### src/sv/rgb_hsv_cmy_colour_converter_defines.svh
// Assertion macros for the colour converter.
`ifndef RGB_HSV_CMY_COLOUR_CONVERTER_DEFINES_SVH
`define RGB_HSV_CMY_COLOUR_CONVERTER_DEFINES_SVH

`ifndef NO_ASSERTIONS
// cons must hold whenever ante holds (same edge, or later if cons carries a delay)
`define RHC_ASSERT_IMPL(label, ante, cons) \
  label: assert property (@(posedge clk) disable iff (!rst_n) (ante) |-> (cons)) \
    else $error("rhc: implication check failed");
// expr must hold at every edge out of reset
`define RHC_ASSERT_ALWAYS(label, expr) \
  label: assert property (@(posedge clk) disable iff (!rst_n) (expr)) \
    else $error("rhc: invariant check failed");
`else
`define RHC_ASSERT_IMPL(label, ante, cons)
`define RHC_ASSERT_ALWAYS(label, expr)
`endif

`endif

### src/sv/rhc_pkg.sv
// Shared constants and types for the colour converter.
`timescale 1ns / 1ps
package rhc_pkg;

  localparam int FRAC_BITS  = 16;
  localparam int COMP_W     = FRAC_BITS + 1;
  localparam int DIV_STAGES = FRAC_BITS + 1;
  localparam int LATENCY    = FRAC_BITS + 9;

  // hue6 / 6 as multiply by reciprocal and shift
  localparam int RECIP_SHIFT = FRAC_BITS + 6;
  localparam int RECIP_W     = FRAC_BITS + 4;
  localparam logic [RECIP_W-1:0] RECIP =
    RECIP_W'(((64'd1 << RECIP_SHIFT) + 64'd5) / 64'd6);

  typedef logic [COMP_W-1:0] comp_t;
  typedef comp_t [2:0] trip_t;

  localparam comp_t ONE = comp_t'(1) << FRAC_BITS;

  localparam logic [1:0] SPACE_RGB  = 2'd0;
  localparam logic [1:0] SPACE_HSV  = 2'd1;
  localparam logic [1:0] SPACE_CMY  = 2'd2;
  localparam logic [1:0] SPACE_NONE = 2'd3;  // unused code, forces zero output unless source and target are both NONE

  localparam logic CFG_SOURCE = 1'b0;
  localparam logic CFG_TARGET = 1'b1;

  typedef enum logic [1:0] {
    KIND_COPY = 2'd0,
    KIND_ZERO = 2'd1,
    KIND_CONV = 2'd2
  } kind_t;

  // front end to back end
  typedef struct packed {
    logic  valid;
    logic  to_hsv;
    trip_t rgb;
    trip_t direct;
  } mid_t;

endpackage

### src/sv/rhc_front.sv
// Front end: saturation, mode decode, HSV to RGB products and source/target selection.
`timescale 1ns / 1ps
module rhc_front import rhc_pkg::*; (
  input  logic       clk,
  input  logic       rst_n,
  input  logic       in_valid,
  input  trip_t      in_comp,
  input  logic [1:0] src,
  input  logic [1:0] tgt,
  output mid_t       mid
);

  // stage 1: saturate, decode, split hue
  trip_t              sat_nxt;
  kind_t              kind_nxt;
  logic [FRAC_BITS-1:0] hh;
  logic [FRAC_BITS+2:0] h6;

  always_comb begin
    for (int k = 0; k < 3; k++) begin
      sat_nxt[k] = (in_comp[k] > ONE) ? ONE : in_comp[k];
    end
    if (src == tgt) begin
      kind_nxt = KIND_COPY;
    end else if (src == SPACE_NONE || tgt == SPACE_NONE) begin
      kind_nxt = KIND_ZERO;
    end else begin
      kind_nxt = KIND_CONV;
    end
    hh = (sat_nxt[0] == ONE) ? '0 : sat_nxt[0][FRAC_BITS-1:0];
    h6 = {1'b0, hh, 2'b00} + {2'b00, hh, 1'b0};
  end

  logic                 v1_r;
  kind_t                kind1_r;
  logic [1:0]           src1_r, tgt1_r;
  trip_t                c1_r;
  logic [2:0]           sec1_r;
  logic [FRAC_BITS-1:0] f1_r;

  always_ff @(posedge clk) begin
    if (!rst_n) begin
      v1_r <= 1'b0;
    end else begin
      v1_r <= in_valid;
    end
    kind1_r <= kind_nxt;
    src1_r  <= src;
    tgt1_r  <= tgt;
    c1_r    <= sat_nxt;
    sec1_r  <= h6[FRAC_BITS+2:FRAC_BITS];
    f1_r    <= h6[FRAC_BITS-1:0];
  end

  // stage 2: p, s*f, s*(1-f)
  comp_t               oms, omf;
  logic [2*COMP_W-1:0] p_full, sf_full, s1f_full;

  always_comb begin
    oms      = ONE - c1_r[1];
    omf      = ONE - {1'b0, f1_r};
    p_full   = {{COMP_W{1'b0}}, c1_r[2]} * {{COMP_W{1'b0}}, oms};
    sf_full  = {{COMP_W{1'b0}}, c1_r[1]} * {{(COMP_W+1){1'b0}}, f1_r};
    s1f_full = {{COMP_W{1'b0}}, c1_r[1]} * {{COMP_W{1'b0}}, omf};
  end

  logic       v2_r;
  kind_t      kind2_r;
  logic [1:0] src2_r, tgt2_r;
  trip_t      c2_r;
  logic [2:0] sec2_r;
  comp_t      p2_r, sf2_r, s1f2_r;

  always_ff @(posedge clk) begin
    if (!rst_n) begin
      v2_r <= 1'b0;
    end else begin
      v2_r <= v1_r;
    end
    kind2_r <= kind1_r;
    src2_r  <= src1_r;
    tgt2_r  <= tgt1_r;
    c2_r    <= c1_r;
    sec2_r  <= sec1_r;
    p2_r    <= p_full[FRAC_BITS +: COMP_W];
    sf2_r   <= sf_full[FRAC_BITS +: COMP_W];
    s1f2_r  <= s1f_full[FRAC_BITS +: COMP_W];
  end

  // stage 3: q and t
  logic [2*COMP_W-1:0] q_full, t_full;

  always_comb begin
    q_full = {{COMP_W{1'b0}}, c2_r[2]} * {{COMP_W{1'b0}}, ONE - sf2_r};
    t_full = {{COMP_W{1'b0}}, c2_r[2]} * {{COMP_W{1'b0}}, ONE - s1f2_r};
  end

  logic       v3_r;
  kind_t      kind3_r;
  logic [1:0] src3_r, tgt3_r;
  trip_t      c3_r;
  logic [2:0] sec3_r;
  comp_t      p3_r, q3_r, t3_r;

  always_ff @(posedge clk) begin
    if (!rst_n) begin
      v3_r <= 1'b0;
    end else begin
      v3_r <= v2_r;
    end
    kind3_r <= kind2_r;
    src3_r  <= src2_r;
    tgt3_r  <= tgt2_r;
    c3_r    <= c2_r;
    sec3_r  <= sec2_r;
    p3_r    <= p2_r;
    q3_r    <= q_full[FRAC_BITS +: COMP_W];
    t3_r    <= t_full[FRAC_BITS +: COMP_W];
  end

  // stage 4: pick RGB and the non-HSV result
  trip_t hsv_rgb, rgb_nxt, direct_nxt;
  comp_t v;

  always_comb begin
    v = c3_r[2];
    if (c3_r[1] == '0) begin
      hsv_rgb = {v, v, v};
    end else begin
      case (sec3_r)
        3'd0:    hsv_rgb = {p3_r, t3_r, v};
        3'd1:    hsv_rgb = {p3_r, v, q3_r};
        3'd2:    hsv_rgb = {t3_r, v, p3_r};
        3'd3:    hsv_rgb = {v, q3_r, p3_r};
        3'd4:    hsv_rgb = {v, p3_r, t3_r};
        default: hsv_rgb = {q3_r, p3_r, v};
      endcase
    end
    case (src3_r)
      SPACE_HSV: rgb_nxt = hsv_rgb;
      SPACE_CMY: rgb_nxt = {ONE - c3_r[2], ONE - c3_r[1], ONE - c3_r[0]};
      default:   rgb_nxt = c3_r;
    endcase
    case (kind3_r)
      KIND_COPY: direct_nxt = c3_r;
      KIND_ZERO: direct_nxt = '0;
      default: begin
        if (tgt3_r == SPACE_CMY) begin
          direct_nxt = {ONE - rgb_nxt[2], ONE - rgb_nxt[1], ONE - rgb_nxt[0]};
        end else begin
          direct_nxt = rgb_nxt;
        end
      end
    endcase
  end

  mid_t mid_r;

  always_ff @(posedge clk) begin
    if (!rst_n) begin
      mid_r.valid <= 1'b0;
    end else begin
      mid_r.valid <= v3_r;
    end
    mid_r.to_hsv <= (kind3_r == KIND_CONV) && (tgt3_r == SPACE_HSV);
    mid_r.rgb    <= rgb_nxt;
    mid_r.direct <= direct_nxt;
  end

  assign mid = mid_r;

endmodule

### config.mk
export PLATFORM = sky130hd
export DESIGN_NAME = rhc_front
export DESIGN_NICKNAME = d
export VERILOG_FILES = /design/src/sv/rgb_hsv_cmy_colour_converter_defines.svh /design/src/sv/rhc_pkg.sv /design/src/sv/rhc_front.sv
export SDC_FILE = /design/constraint.sdc
export NUM_CORES = 2
export LEC_CHECK = 0
export BUFFER_PORTS_ARGS = -buffer_cell sky130_fd_sc_hd__buf_2
export CAP_MARGIN = 20
export CORE_MARGIN = 2
export CORE_UTILIZATION = 66
export DETAILED_ROUTE_END_ITERATION = 16
export GPL_TIMING_DRIVEN = 0
export PLACE_DENSITY = 0.91
export SETUP_SLACK_MARGIN = 0.1
export SLEW_MARGIN = 30
export SYNTH_ARGS = -nofsm -noshare
export SYNTH_HDL_FRONTEND = slang
export SYNTH_SLANG_ARGS = --single-unit
### constraint.sdc
create_clock -name clk -period 10.55 [get_ports clk]
set_clock_uncertainty 0.15 [all_clocks]
set_input_delay 2.11 -clock clk [delete_from_list [all_inputs] [get_ports clk]]
set_output_delay 2.11 -clock clk [all_outputs]
set_load 0.02 [all_outputs]
==> results.ini <==
[global_route]
grt_pass1_wl_um = 286000
grt_use_total = 0.417
overflow = 0
grt_pass1_vias = 50900
grt_start_max_net_pins = 18
antenna_found_initial = 19

[layout]
syn2layout_area_growth_pct = 6.39
nFillCells = 6412
multi_input_area_mm2 = 0.0441
layout.cells.non_filler = 7903
finalNetCount = 8365
drive_gt1_frac = 0.0439
seqCellArea_mm2 = 0.00809

[drt]
firstDrtPassIters = 7
postRouteAntennaNets = 0
wl_per_cell_um = 23.8
drt-total-wl_um = 188000
drc = 0
route.vias.total = 48400
viasPerCell = 6.13
initialDrtViolationCount = 5437

[worst_setup_path]
crit_start = c1_r[17]
cpMaxStageDelayCell = xor2_1
critPathCaptureType = flip-flop
cp.arrival_ns = 10.30
reg2reg_from = c1_r[17]
cp_max_fo = 10
path_class = reg -> reg
cpPeakStageDelay_ns = 0.70
worstSetupStartpointType = flip-flop
cp.required_ns = 10.85

[run]
maxCapViolations = 0

[hold_path]
holdCritStartpoint = c2_r[12]
hp-class = reg -> reg

[timing]
fmax_mhz = 99.9
period_share = 0.949
hold_viol = 0
relSlewSlack = 0.255
maxSlewViolCount = 0
rsz0062_at_grt = no
tightestPinTransition_ns = 1.12
setup_viol = 0
min_period_ns = 10.01
setup_tns_ns = 0

[yosys]
netlist_instances = 6489
yosys-top-cells-area = fa_1, dfxtp_1, ha_1
synthSimpleGateAreaFrac = 0.170
syn_nets = 8163
ys_seq_elements = 404
synth-main-ff-cell = dfxtp_1
muxShareOfSynthArea = 0.00446
syn_avg_cell_area_um2 = 9.00
synthAdderAreaFrac = 0.483
ys_seq_area_frac = 0.138
synth_top_family_by_area = adder cells
synthDistinctLibCells = 82
synth-xor-area-share = 0.0325
synth_edf_count = 0
synth_compound_area_frac = 0.0630
post-synth-top-area-fraction = 0.364
yosysWarningCount = 0
synth_top_area_cell = fa_1
async_flop_share = 0
syn-cell-area_mm2 = 0.0584

[die]
dieArea_mm2 = 0.0909
start_util = 0.663
core_area_mm2 = 0.0881
io_pins = 162
rows = 109
die_w_um = 301
die_y_um = 301

[placement]
placedCellCount = 7815
gp_congestion = 1.05
portBuffers = 161
detailed_place_hpwl_um = 151000

[cts]
h-tree-depth = 2
clock_latency_ns = 0.61
cts_sinks = 404
clk_pin_slew_ns = 0.07
root_buffer = clkbuf_16
cts_buffer_depth = 3
hold_buffers = 0
cts_buffers = 38
cts_tree = built

[run_status]
status = complete, no violations

==> cell families after synthesis <==
| family | Yosys count |
|---|---|
| adders and majority gates | 1616 |
| DFF | 404 |
| xor gates and xnor gates | 217 |
| and+or+nand+nor | 2015 |
| AOI/OAI and AO/OA | 526 |
| buffers and inverters | 1686 |
| muxes | 25 |
==> per-stage QoR <==
stage | hold WS, ns | instance area (um^2) | utilization | setup slack [ns]
floorplan | 0.160 | 58400 | - | 3.05
detailed placement | 0.162 | 60700 | 0.689 | 0.525
CTS | 0.168 | 62000 | 0.704 | 0.451
global placement | 0.161 | 60700 | 0.689 | 0.588
finish | 0.170 | 62100 | 0.705 | 0.542
global route | 0.179 | 62100 | 0.705 | 0.314
==> cells in the mapped netlist, types with 6 or more instances <==
cell type  count
o221ai_1      13
dfxtp_1      404
a22oi_1       28
o21bai_1       7
nor2_1       137
ha_1         553
and3_1        21
xnor2_1      146
a21o_1        37
a211oi_1      28
nor4_1        38
buf_1         19
inv_1       1364
clkbuf_1     287
nor3_1        77
and2_1       547
or4_1          9
buf_2         14
a22o_1        47
or3_1         16
a32oi_1       10
a2bb2oi_1      8
mux2i_1       20
nand2b_1      23
nand3_1       46
a221o_1       13
a21oi_1      100
nand3b_1      19
nor3b_1        9
a311oi_1       7
fa_1        1063
o211ai_1      34
nor2b_1       84
o22ai_1        6
a221oi_1       7
nand2_1      939
o21a_1        14
nand4_1       17
a31oi_1       16
xor2_1        71
o221a_2        9
o21ai_0       95
==> path summary, 6_finish.rpt <==
check / endpoint / cells after the start / slack, ns
max: p2_r[10] / 29 / 0.54
min: c3_r[12] / 0 / 0.17
max reg2reg: p2_r[10] / 29 / 0.54
min reg2reg: c3_r[12] / 0 / 0.17
==> per-layer routing <==
layer,part of all wire,GRT usage,vias to the layer above,routed length [um]
met4,0.085,0.282,10,16100
met5,0.0011,0,-,199
met1,0.34,0.497,23600,63500
met2,0.44,0.646,3557,82800
met3,0.14,0.136,1084,25600
li1,-,-,20200,-
==> worst max-delay path: cells and delay by family, from the launching register on <==
kind / cells / cell delay (ns)
buf+inv: 9 / 2.09
fa+ha+maj: 8 / 3.45
flops: 1 / 0.35
xor+xnor: 1 / 0.70
simple gates: 4 / 0.71
compound gates: 7 / 2.37
==> what timing repair did <==
action                                 in CTS  in global routing
gates resized for setup                     0                  2
setup endpoints to repair                   0                  1
setup buffers                               0                  0
endpoints found under the hold margin       0                  0
==> area by class of cell <==
type | count | share of cell area
Antenna cell | 18 | 0.000725
Buffer | 320 | 0.0196
Clock buffer | 44 | 0.0161
Clock inverter | 25 | 0.00481
Inverter | 1366 | 0.0825
Multi-Input combinational cell | 4399 | 0.709
Sequential cell | 404 | 0.130
Tap cell | 1165 | 0.0235
Timing Repair Buffer | 162 | 0.0130
==> flip-flops by register name (all words and copies together), names as in the netlist, 3 cells and up <==
signal	cells
mid	104
c1_r	51
c2_r	51
c3_r	34
p2_r	17
p3_r	17
q3_r	17
s1f2_r	17
sf2_r	17
t3_r	17
v	17
f1_r	15
sec1_r	3
sec2_r	3
sec3_r	3
==> layout by cell type (no fill, tap or decap), types with 100 or more instances in the layout <==
cell,instances
a21oi_1,100
xnor2_1,136
nor2_1,137
dfxtp_1,404
clkbuf_1,289
inv_1,1364
buf_2,175
and2_1,547
fa_1,1063
ha_1,553
nand2_1,939
Power is not shown: default switching activity piles up to over one toggle a cycle in this logic, so the estimate is an artifact.
