**src/sv/rgb_hsv_cmy_colour_converter_defines.svh**
```systemverilog
// Assertion macros for the colour converter.
`ifndef RGB_HSV_CMY_COLOUR_CONVERTER_DEFINES_SVH
`define RGB_HSV_CMY_COLOUR_CONVERTER_DEFINES_SVH

`ifndef NO_ASSERTIONS
// cons must hold whenever ante holds (same edge, or later if cons carries a delay)
`define RHC_ASSERT_IMPL(label, ante, cons) \
  label: assert property (@(posedge clk) disable iff (!rst_n) (ante) |-> (cons)) \
    else $error("rhc: implication check failed");
// expr must hold at every edge out of reset
`define RHC_ASSERT_ALWAYS(label, expr) \
  label: assert property (@(posedge clk) disable iff (!rst_n) (expr)) \
    else $error("rhc: invariant check failed");
`else
`define RHC_ASSERT_IMPL(label, ante, cons)
`define RHC_ASSERT_ALWAYS(label, expr)
`endif

`endif

```
**src/sv/rhc_pkg.sv**
```systemverilog
// Shared constants and types for the colour converter.
`timescale 1ns / 1ps
package rhc_pkg;

  localparam int FRAC_BITS  = 16;
  localparam int COMP_W     = FRAC_BITS + 1;
  localparam int DIV_STAGES = FRAC_BITS + 1;
  localparam int LATENCY    = FRAC_BITS + 9;

  // hue6 / 6 as multiply by reciprocal and shift
  localparam int RECIP_SHIFT = FRAC_BITS + 6;
  localparam int RECIP_W     = FRAC_BITS + 4;
  localparam logic [RECIP_W-1:0] RECIP =
    RECIP_W'(((64'd1 << RECIP_SHIFT) + 64'd5) / 64'd6);

  typedef logic [COMP_W-1:0] comp_t;
  typedef comp_t [2:0] trip_t;

  localparam comp_t ONE = comp_t'(1) << FRAC_BITS;

  localparam logic [1:0] SPACE_RGB  = 2'd0;
  localparam logic [1:0] SPACE_HSV  = 2'd1;
  localparam logic [1:0] SPACE_CMY  = 2'd2;
  localparam logic [1:0] SPACE_NONE = 2'd3;  // unused code, forces zero output unless source and target are both NONE

  localparam logic CFG_SOURCE = 1'b0;
  localparam logic CFG_TARGET = 1'b1;

  typedef enum logic [1:0] {
    KIND_COPY = 2'd0,
    KIND_ZERO = 2'd1,
    KIND_CONV = 2'd2
  } kind_t;

  // front end to back end
  typedef struct packed {
    logic  valid;
    logic  to_hsv;
    trip_t rgb;
    trip_t direct;
  } mid_t;

endpackage

```
**src/sv/rhc_div.sv**
```systemverilog
// Pipelined fixed-point divider: q = (x << FRAC_BITS) / den for x <= den.
`timescale 1ns / 1ps
module rhc_div import rhc_pkg::*; (
  input  logic  clk,
  input  comp_t x,
  input  comp_t den,
  output comp_t q
);

  comp_t rem_r [0:DIV_STAGES-1];
  comp_t den_r [0:DIV_STAGES-1];
  comp_t q_r   [0:DIV_STAGES-1];

  // integer bit: quotient is at most 1.0
  always_ff @(posedge clk) begin
    den_r[0] <= den;
    if (x >= den) begin
      q_r[0]   <= comp_t'(1);
      rem_r[0] <= x - den;
    end else begin
      q_r[0]   <= '0;
      rem_r[0] <= x;
    end
  end

  for (genvar k = 1; k < DIV_STAGES; k++) begin : g_step
    logic [COMP_W:0] r2;
    logic            ge;
    logic [COMP_W:0] diff;
    assign r2   = {rem_r[k-1], 1'b0};
    assign ge   = r2 >= {1'b0, den_r[k-1]};
    assign diff = r2 - {1'b0, den_r[k-1]};
    always_ff @(posedge clk) begin
      den_r[k] <= den_r[k-1];
      q_r[k]   <= {q_r[k-1][COMP_W-2:0], ge};
      rem_r[k] <= ge ? diff[COMP_W-1:0] : r2[COMP_W-1:0];
    end
  end

  assign q = q_r[DIV_STAGES-1];

endmodule

```
**src/sv/rhc_back.sv**
```systemverilog
// Back end: RGB to HSV with two pipelined dividers, hue assembly and output registers.
`timescale 1ns / 1ps
module rhc_back import rhc_pkg::*; (
  input  logic  clk,
  input  logic  rst_n,
  input  mid_t  mid,
  output logic  out_valid,
  output trip_t out_comp
);

  // stage B1: max, min, delta, sector base
  comp_t      mx, mn, a, b;
  logic [1:0] base;

  always_comb begin
    mx = mid.rgb[0];
    mn = mid.rgb[0];
    for (int k = 1; k < 3; k++) begin
      if (mid.rgb[k] > mx) mx = mid.rgb[k];
      if (mid.rgb[k] < mn) mn = mid.rgb[k];
    end
    if (mid.rgb[0] == mx) begin
      base = 2'd0; a = mid.rgb[1]; b = mid.rgb[2];
    end else if (mid.rgb[1] == mx) begin
      base = 2'd1; a = mid.rgb[2]; b = mid.rgb[0];
    end else begin
      base = 2'd2; a = mid.rgb[0]; b = mid.rgb[1];
    end
  end

  typedef struct packed {
    logic       valid;
    logic       to_hsv;
    trip_t      direct;
    comp_t      mx;
    logic       mx_zero;
    logic       delta_zero;
    logic [1:0] base;
    logic       neg;
  } side_t;

  side_t b1_r;
  comp_t delta_r, mag_r;

  always_ff @(posedge clk) begin
    if (!rst_n) begin
      b1_r.valid <= 1'b0;
    end else begin
      b1_r.valid <= mid.valid;
    end
    b1_r.to_hsv     <= mid.to_hsv;
    b1_r.direct     <= mid.direct;
    b1_r.mx         <= mx;
    b1_r.mx_zero    <= (mx == '0);
    b1_r.delta_zero <= (mx == mn);
    b1_r.base       <= base;
    b1_r.neg        <= (a < b);
    delta_r         <= mx - mn;
    mag_r           <= (a >= b) ? a - b : b - a;
  end

  comp_t q_sat, q_hue;

  rhc_div u_div_sat (.clk(clk), .x(delta_r), .den(b1_r.mx), .q(q_sat));
  rhc_div u_div_hue (.clk(clk), .x(mag_r),   .den(delta_r), .q(q_hue));

  // side data rides alongside the dividers
  side_t side_r [0:DIV_STAGES-1];

  always_ff @(posedge clk) begin
    if (!rst_n) begin
      for (int k = 0; k < DIV_STAGES; k++) side_r[k].valid <= 1'b0;
    end else begin
      side_r[0].valid <= b1_r.valid;
      for (int k = 1; k < DIV_STAGES; k++) side_r[k].valid <= side_r[k-1].valid;
    end
    side_r[0].to_hsv     <= b1_r.to_hsv;
    side_r[0].direct     <= b1_r.direct;
    side_r[0].mx         <= b1_r.mx;
    side_r[0].mx_zero    <= b1_r.mx_zero;
    side_r[0].delta_zero <= b1_r.delta_zero;
    side_r[0].base       <= b1_r.base;
    side_r[0].neg        <= b1_r.neg;
    for (int k = 1; k < DIV_STAGES; k++) begin
      side_r[k].to_hsv     <= side_r[k-1].to_hsv;
      side_r[k].direct     <= side_r[k-1].direct;
      side_r[k].mx         <= side_r[k-1].mx;
      side_r[k].mx_zero    <= side_r[k-1].mx_zero;
      side_r[k].delta_zero <= side_r[k-1].delta_zero;
      side_r[k].base       <= side_r[k-1].base;
      side_r[k].neg        <= side_r[k-1].neg;
    end
  end

  side_t sd;
  assign sd = side_r[DIV_STAGES-1];

  // stage B2: hue times six, wrapped
  logic [FRAC_BITS+2:0] base_v, qt, six_one, h6_nxt;

  always_comb begin
    base_v  = {sd.base, 1'b0, {FRAC_BITS{1'b0}}};
    qt      = {2'b00, q_hue};
    six_one = {3'b110, {FRAC_BITS{1'b0}}};
    if (sd.delta_zero) begin
      h6_nxt = '0;
    end else if (!sd.neg) begin
      h6_nxt = base_v + qt;
    end else if (base_v >= qt) begin
      h6_nxt = base_v - qt;
    end else begin
      h6_nxt = six_one + base_v - qt;
    end
  end

  logic                 v2_r, hsv2_r;
  trip_t                dir2_r;
  comp_t                sat2_r, val2_r;
  logic [FRAC_BITS+2:0] h6_r;

  always_ff @(posedge clk) begin
    if (!rst_n) begin
      v2_r <= 1'b0;
    end else begin
      v2_r <= sd.valid;
    end
    hsv2_r <= sd.to_hsv;
    dir2_r <= sd.direct;
    sat2_r <= sd.mx_zero ? '0 : q_sat;
    val2_r <= sd.mx;
    h6_r   <= h6_nxt;
  end

  // stage B3: divide by six through the reciprocal
  logic                                 v3_r, hsv3_r;
  trip_t                                dir3_r;
  comp_t                                sat3_r, val3_r;
  logic [FRAC_BITS+3+RECIP_W-1:0]       prod_r;

  always_ff @(posedge clk) begin
    if (!rst_n) begin
      v3_r <= 1'b0;
    end else begin
      v3_r <= v2_r;
    end
    hsv3_r <= hsv2_r;
    dir3_r <= dir2_r;
    sat3_r <= sat2_r;
    val3_r <= val2_r;
    prod_r <= {{RECIP_W{1'b0}}, h6_r} * {{(FRAC_BITS+3){1'b0}}, RECIP};
  end

  // stage B4: output register
  logic  out_valid_r;
  trip_t out_comp_r;

  always_ff @(posedge clk) begin
    if (!rst_n) begin
      out_valid_r <= 1'b0;
    end else begin
      out_valid_r <= v3_r;
    end
    out_comp_r <= hsv3_r ? {val3_r, sat3_r, prod_r[RECIP_SHIFT +: COMP_W]} : dir3_r;
  end

  assign out_valid = out_valid_r;
  assign out_comp  = out_comp_r;

endmodule

```
**config.mk**
```make
export PLATFORM = sky130hd
export DESIGN_NAME = rhc_back
export DESIGN_NICKNAME = d
export VERILOG_FILES = /design/src/sv/rgb_hsv_cmy_colour_converter_defines.svh /design/src/sv/rhc_pkg.sv /design/src/sv/rhc_div.sv /design/src/sv/rhc_back.sv
export SDC_FILE = /design/constraint.sdc
export NUM_CORES = 2
export LEC_CHECK = 0
export BUFFER_PORTS_ARGS = -buffer_cell sky130_fd_sc_hd__buf_2
export CORE_UTILIZATION = 30
export DETAILED_ROUTE_END_ITERATION = 10
export PLACE_DENSITY = 0.53
export REMOVE_ABC_BUFFERS = 1
export SLEW_MARGIN = 20
export SYNTH_ARGS = -nofsm -noshare
export SYNTH_HDL_FRONTEND = slang
export SYNTH_HIERARCHICAL = 1
export SYNTH_SLANG_ARGS = --single-unit
```
**constraint.sdc**
```tcl
create_clock -name clk -period 24.9 [get_ports clk]
set_input_delay 2.49 -clock clk [delete_from_list [all_inputs] [get_ports clk]]
set_output_delay 2.49 -clock clk [all_outputs]
set_load 0.005 [all_outputs]
```
==> summary by stage <==
CTS
CTS placed an instance of sky130_fd_sc_hd__clkbuf_16 at the clock tree root. Once the clock tree was built, the setup fixing pass inserted 0 buffers. The clock slew seen by the registers of the worst setup and hold paths is around 0.060 ns. Clock tree synthesis inserted a total of 326 buffers. The CTS tree is yes. The number of clock sinks seen by CTS is ~3k. No sink is reached through more buffers than the 4 on the longest clock path.

The cts-stage hold buffer count is 0. The CTS H-tree depth is 5. Gates resized during post-CTS repair numbered 0.

The clock latency on the worst-skew pair is 0.91 ns.

Drt
Once detail routing completed, the nets flagged for antenna violations numbered 0. The first detailed-routing pass ran for 8 iterations. The detailed router placed about 64k vias in this run.

Using the TritonRoute via totals, the vias-per-cell ratio works out to between 4 and 5. In the routed design, unresolved DRC markers number 0. The detailed-route wire length per cell is 14.8 um. The total wire length after detailed routing is 218000 um. After the first detailed-routing iteration, the DRC count stood at 2547.

Synth
Among all flip-flop cells after synthesis, the most frequent one is sky130_fd_sc_hd__dfxtp_1. The post-synthesis share of cell area spent on full adders, half adders and majority gates is between 10% and 20%. The number of warnings printed during yosys synthesis is 6. The synthesized netlist devotes 10.8% of its cell area to compound gates. The cell area that synthesis handed to floorplanning was approximately 110000 sq um. The average footprint of a synthesized cell is 11.3 sq um. The cell taking the most area after synthesis is sky130_fd_sc_hd__dfxtp_1. The sequential element share of the synthesized area is between 50% and 60%. After Yosys synthesis, and, or, nand and nor cells account for under 10% of the synthesized area.

By area, the combinational part of the netlist is dominated by adder cells. The share of Yosys cell area claimed by the top area cell type is between 50% and 60%. The cell count after synthesis came out at 9423. The count of flip-flops with a built-in enable after synthesis is 0. In the synthesized netlist the async set-or-reset flop fraction comes to 0%. The portion of netlist area occupied by mux cells is between 4 and 5%. The register bit total from synthesis is 3040.

By area the synthesized netlist is led by sky130_fd_sc_hd__dfxtp_1, sky130_fd_sc_hd__ha_1, sky130_fd_sc_hd__inv_1, sky130_fd_sc_hd__mux2_2, sky130_fd_sc_hd__fa_1. The post-synthesis share of cell area spent on xor and xnor gates is 4.27%. In this run, distinct cell masters in the synthesized netlist total slightly above 100.

Final layout
Leaving out fill and tap cells, the most frequent cells in the layout are sky130_fd_sc_hd__dfxtp_1, sky130_fd_sc_hd__inv_1, sky130_fd_sc_hd__ha_1. The most frequent standard cell in the layout excluding fill and tap cells is sky130_fd_sc_hd__dfxtp_1. After the flow finishes, the layout carries non-filler instances totaling 14.8k. For this run, the post-layout net count is around 11k. The layout overhead on the synthesized area is 16.3%.

The proportion of layout cells with a drive suffix above 1 is between 10% and 20%. The number of fill cells is around 34k.

Floorplanning
roughly 160 I/O pins were placed. The number of cell rows is about 220. The floorplan step set the die height to about 600 um. The area enclosed by the die boundary is between 300000 and 400000 sq um.

The effective utilization at floorplan is roughly 30%. The core area is around 350000 sq um. The die is 598 um wide.

Worst setup path
The delay of the slowest cell on the worst path is between 0.8 and 0.9 ns. Counting cells, the worst reg-to-reg path comes to 19. The worst setup path is launched from a primary input. By instance count, the cell type seen most on the critical path is sky130_fd_sc_hd__ha_1. The setup path with the least slack is of type in -> reg. Of all nets on the critical path, the largest fanout is 43.

The element type at the critical path end is a flop. Counting buffers and inverters, the worst setup path is 29 cells deep. Counting both buffers and inverters, the worst setup path holds a total of 4. The worst endpoint data arrival time is about 14 ns. The master of the slowest instance on the critical path is sky130_fd_sc_hd__o21a_2. STA puts the critical path data required time at 25.68 ns. The family with the most delay on the worst path is compound AO/OA/AOI/OAI gates.

STA
The final number of hold-violating endpoints came to 0. For the pin with the worst max-slew slack, the measured transition is 1.07 ns. The final clock period utilization by the worst path is between 50% and 60%. Setup repair after global routing left no endpoint under its margin.

The final critical path time including I/O delays and setup is roughly 13 ns. The timing-limited maximum frequency is approximately 76 MHz. The number of pins exceeding their max-slew limit in the final report is 0.

After routing, the total negative slack on setup checks comes to 0 ns. In this run the tightest slew margin relative to its limit is 28.5%. The worst setup skew after layout is roughly 0.081 ns. Setup violations remaining at the end of the flow were counted as 0.

Global routing
The number of antenna violations at the first check in global routing is 11. In the global route stage, overall resource usage came out at about 12%. The global-route wire length before repair is between 300000 and 400000 um. The via count of the first global-routing pass was approximately 67k. Entering global routing, the biggest net connects 47 pins. Global routing finished with a remaining overflow of 0.

Run
Max-cap violations in this run came to 0.

Place
After detailed placement, the design holds a cell count of about 14k. The placed wire-length estimate is around 160000 um. The routability congestion estimate is 0.861.

The number of buffers added on ports is approximately 160.

Outcome
The flow ran to the end, and the final reports show no timing, DRC or antenna violations.

Worst hold path
The worst hold path was traced through 0 stages. The worst hold path class is reg -> reg.
kinds of logic (layout without fill, tap and decap cells):
| family | count (synthesis) | in the layout |
|---|---|---|
| flip-flops | 3040 | 3040 |
| AND/OR/NAND/NOR | 1604 | 1604 |
| buffers and inverters | 1099 | 1694 |
| multiplexers | 433 | 433 |
| adder cells (fa/ha/maj) | 945 | 945 |
| XOR/XNOR | 520 | 520 |
| AO/OA/AOI/OAI | 1782 | 1782 |
| other | 0 | 6 |
worst reg2reg max path, stage by stage, from the launching register on:
cell and delay [ns]:
sky130_fd_sc_hd__dfxtp_1 0.43, sky130_fd_sc_hd__ha_1 0.32, sky130_fd_sc_hd__fa_1 0.63, sky130_fd_sc_hd__inv_1 0.14, sky130_fd_sc_hd__fa_1 0.56, sky130_fd_sc_hd__inv_1 0.15
sky130_fd_sc_hd__fa_1 0.57, sky130_fd_sc_hd__inv_1 0.07, sky130_fd_sc_hd__fa_1 0.53, sky130_fd_sc_hd__inv_1 0.05, sky130_fd_sc_hd__fa_1 0.49, sky130_fd_sc_hd__ha_1 0.21
sky130_fd_sc_hd__a211oi_1 0.33, sky130_fd_sc_hd__o211ai_1 0.23, sky130_fd_sc_hd__o211ai_1 0.38, sky130_fd_sc_hd__a21oi_1 0.18, sky130_fd_sc_hd__or3_1 0.47, sky130_fd_sc_hd__a2111oi_0 0.41
sky130_fd_sc_hd__nor3_1 0.13, sky130_fd_sc_hd__xnor2_1 0.16
stage by stage:
| stage | setup slack (ns) | hold slack [ns] | util, % | area (sq um) |
|---|---|---|---|---|
| 6_report | 11.83 | 0.275 | 35.1 | 124000 |
| 5_1_grt | 11.07 | 0.266 | 35.1 | 124000 |
| 4_1_cts | 11.93 | 0.262 | 35.1 | 124000 |
| 3_5_place_dp | 10.99 | 0.312 | 31.9 | 113000 |
| 3_3_place_gp | 10.88 | 0.310 | 31.9 | 113000 |
| 2_1_floorplan | 13.52 | 0.310 | - | 106000 |
state kept, by name, indices dropped and copies added, names as in the netlist, 19 cells and up:
signal           flops
b1_r                75
dir2_r              51
dir3_r              51
h6_r                19
out_comp            51
side_r            1275
u_div_hue/den_r    272
u_div_hue/q_r      153
u_div_hue/rem_r    272
u_div_sat/den_r    272
u_div_sat/q_r      153
u_div_sat/rem_r    272
cells in the mapped netlist (32+ instances only):
master	count
sky130_fd_sc_hd__dfxtp_1	3040
sky130_fd_sc_hd__inv_1	920
sky130_fd_sc_hd__ha_1	807
sky130_fd_sc_hd__a21oi_1	457
sky130_fd_sc_hd__nand2_1	414
sky130_fd_sc_hd__o21ai_0	413
sky130_fd_sc_hd__nor2_1	410
sky130_fd_sc_hd__xnor2_1	308
sky130_fd_sc_hd__mux2_2	288
sky130_fd_sc_hd__a21o_1	257
sky130_fd_sc_hd__xor2_1	212
sky130_fd_sc_hd__fa_1	138
sky130_fd_sc_hd__nor3_1	129
sky130_fd_sc_hd__nor2b_1	121
sky130_fd_sc_hd__clkbuf_1	111
sky130_fd_sc_hd__nand3_1	110
sky130_fd_sc_hd__o21a_1	98
sky130_fd_sc_hd__nand4_1	93
sky130_fd_sc_hd__mux2i_1	78
sky130_fd_sc_hd__nand2b_1	78
sky130_fd_sc_hd__a31oi_1	76
sky130_fd_sc_hd__and2_1	67
sky130_fd_sc_hd__o31ai_1	53
sky130_fd_sc_hd__a211oi_1	52
sky130_fd_sc_hd__mux2_1	52
sky130_fd_sc_hd__and3_1	40
sky130_fd_sc_hd__o21bai_1	40
sky130_fd_sc_hd__or3_1	32
path summary, 6_finish.rpt:
kind,start,end,slack (ns)
hold reg to reg,b1_r[4]$_DFF_P_,side_r[0][4]$_DFF_P_,0.28
setup / recovery,mid[63],mag_r[16]$_DFF_P_,11.83
setup reg to reg,h6_r[6]$_SDFF_PP0_,prod_r[38]$_DFF_P_,18.33
hold / removal,b1_r[4]$_DFF_P_,side_r[0][4]$_DFF_P_,0.28
cell type report:
cell class	count	area [sq um]	area share, %
Sequential cell	3040	60900	49.0
Multi-Input combinational cell	5284	41600	33.5
Clock buffer	441	9270	7.46
Tap cell	4730	5920	4.77
Inverter	920	3450	2.78
Clock inverter	149	1990	1.61
Timing Repair Buffer	184	1000	0.807
Antenna cell	6	15.0	0.0121
metal layers:
| layer | wire length, um | global-route usage [%] | vias to the layer above |
|---|---|---|---|
| met2 | 105000 | 21.3 | 1081 |
| met3 | 7640 | 1.78 | 549 |
| met5 | 60 | 0 | - |
| met1 | 96400 | 14.4 | 30100 |
| met4 | 9280 | 5.42 | 10 |
| li1 | - | - | 32600 |
Power is left out: the tool's default activity adds up to more than one toggle a clock period on the data nets, which glitch-free logic cannot reach.
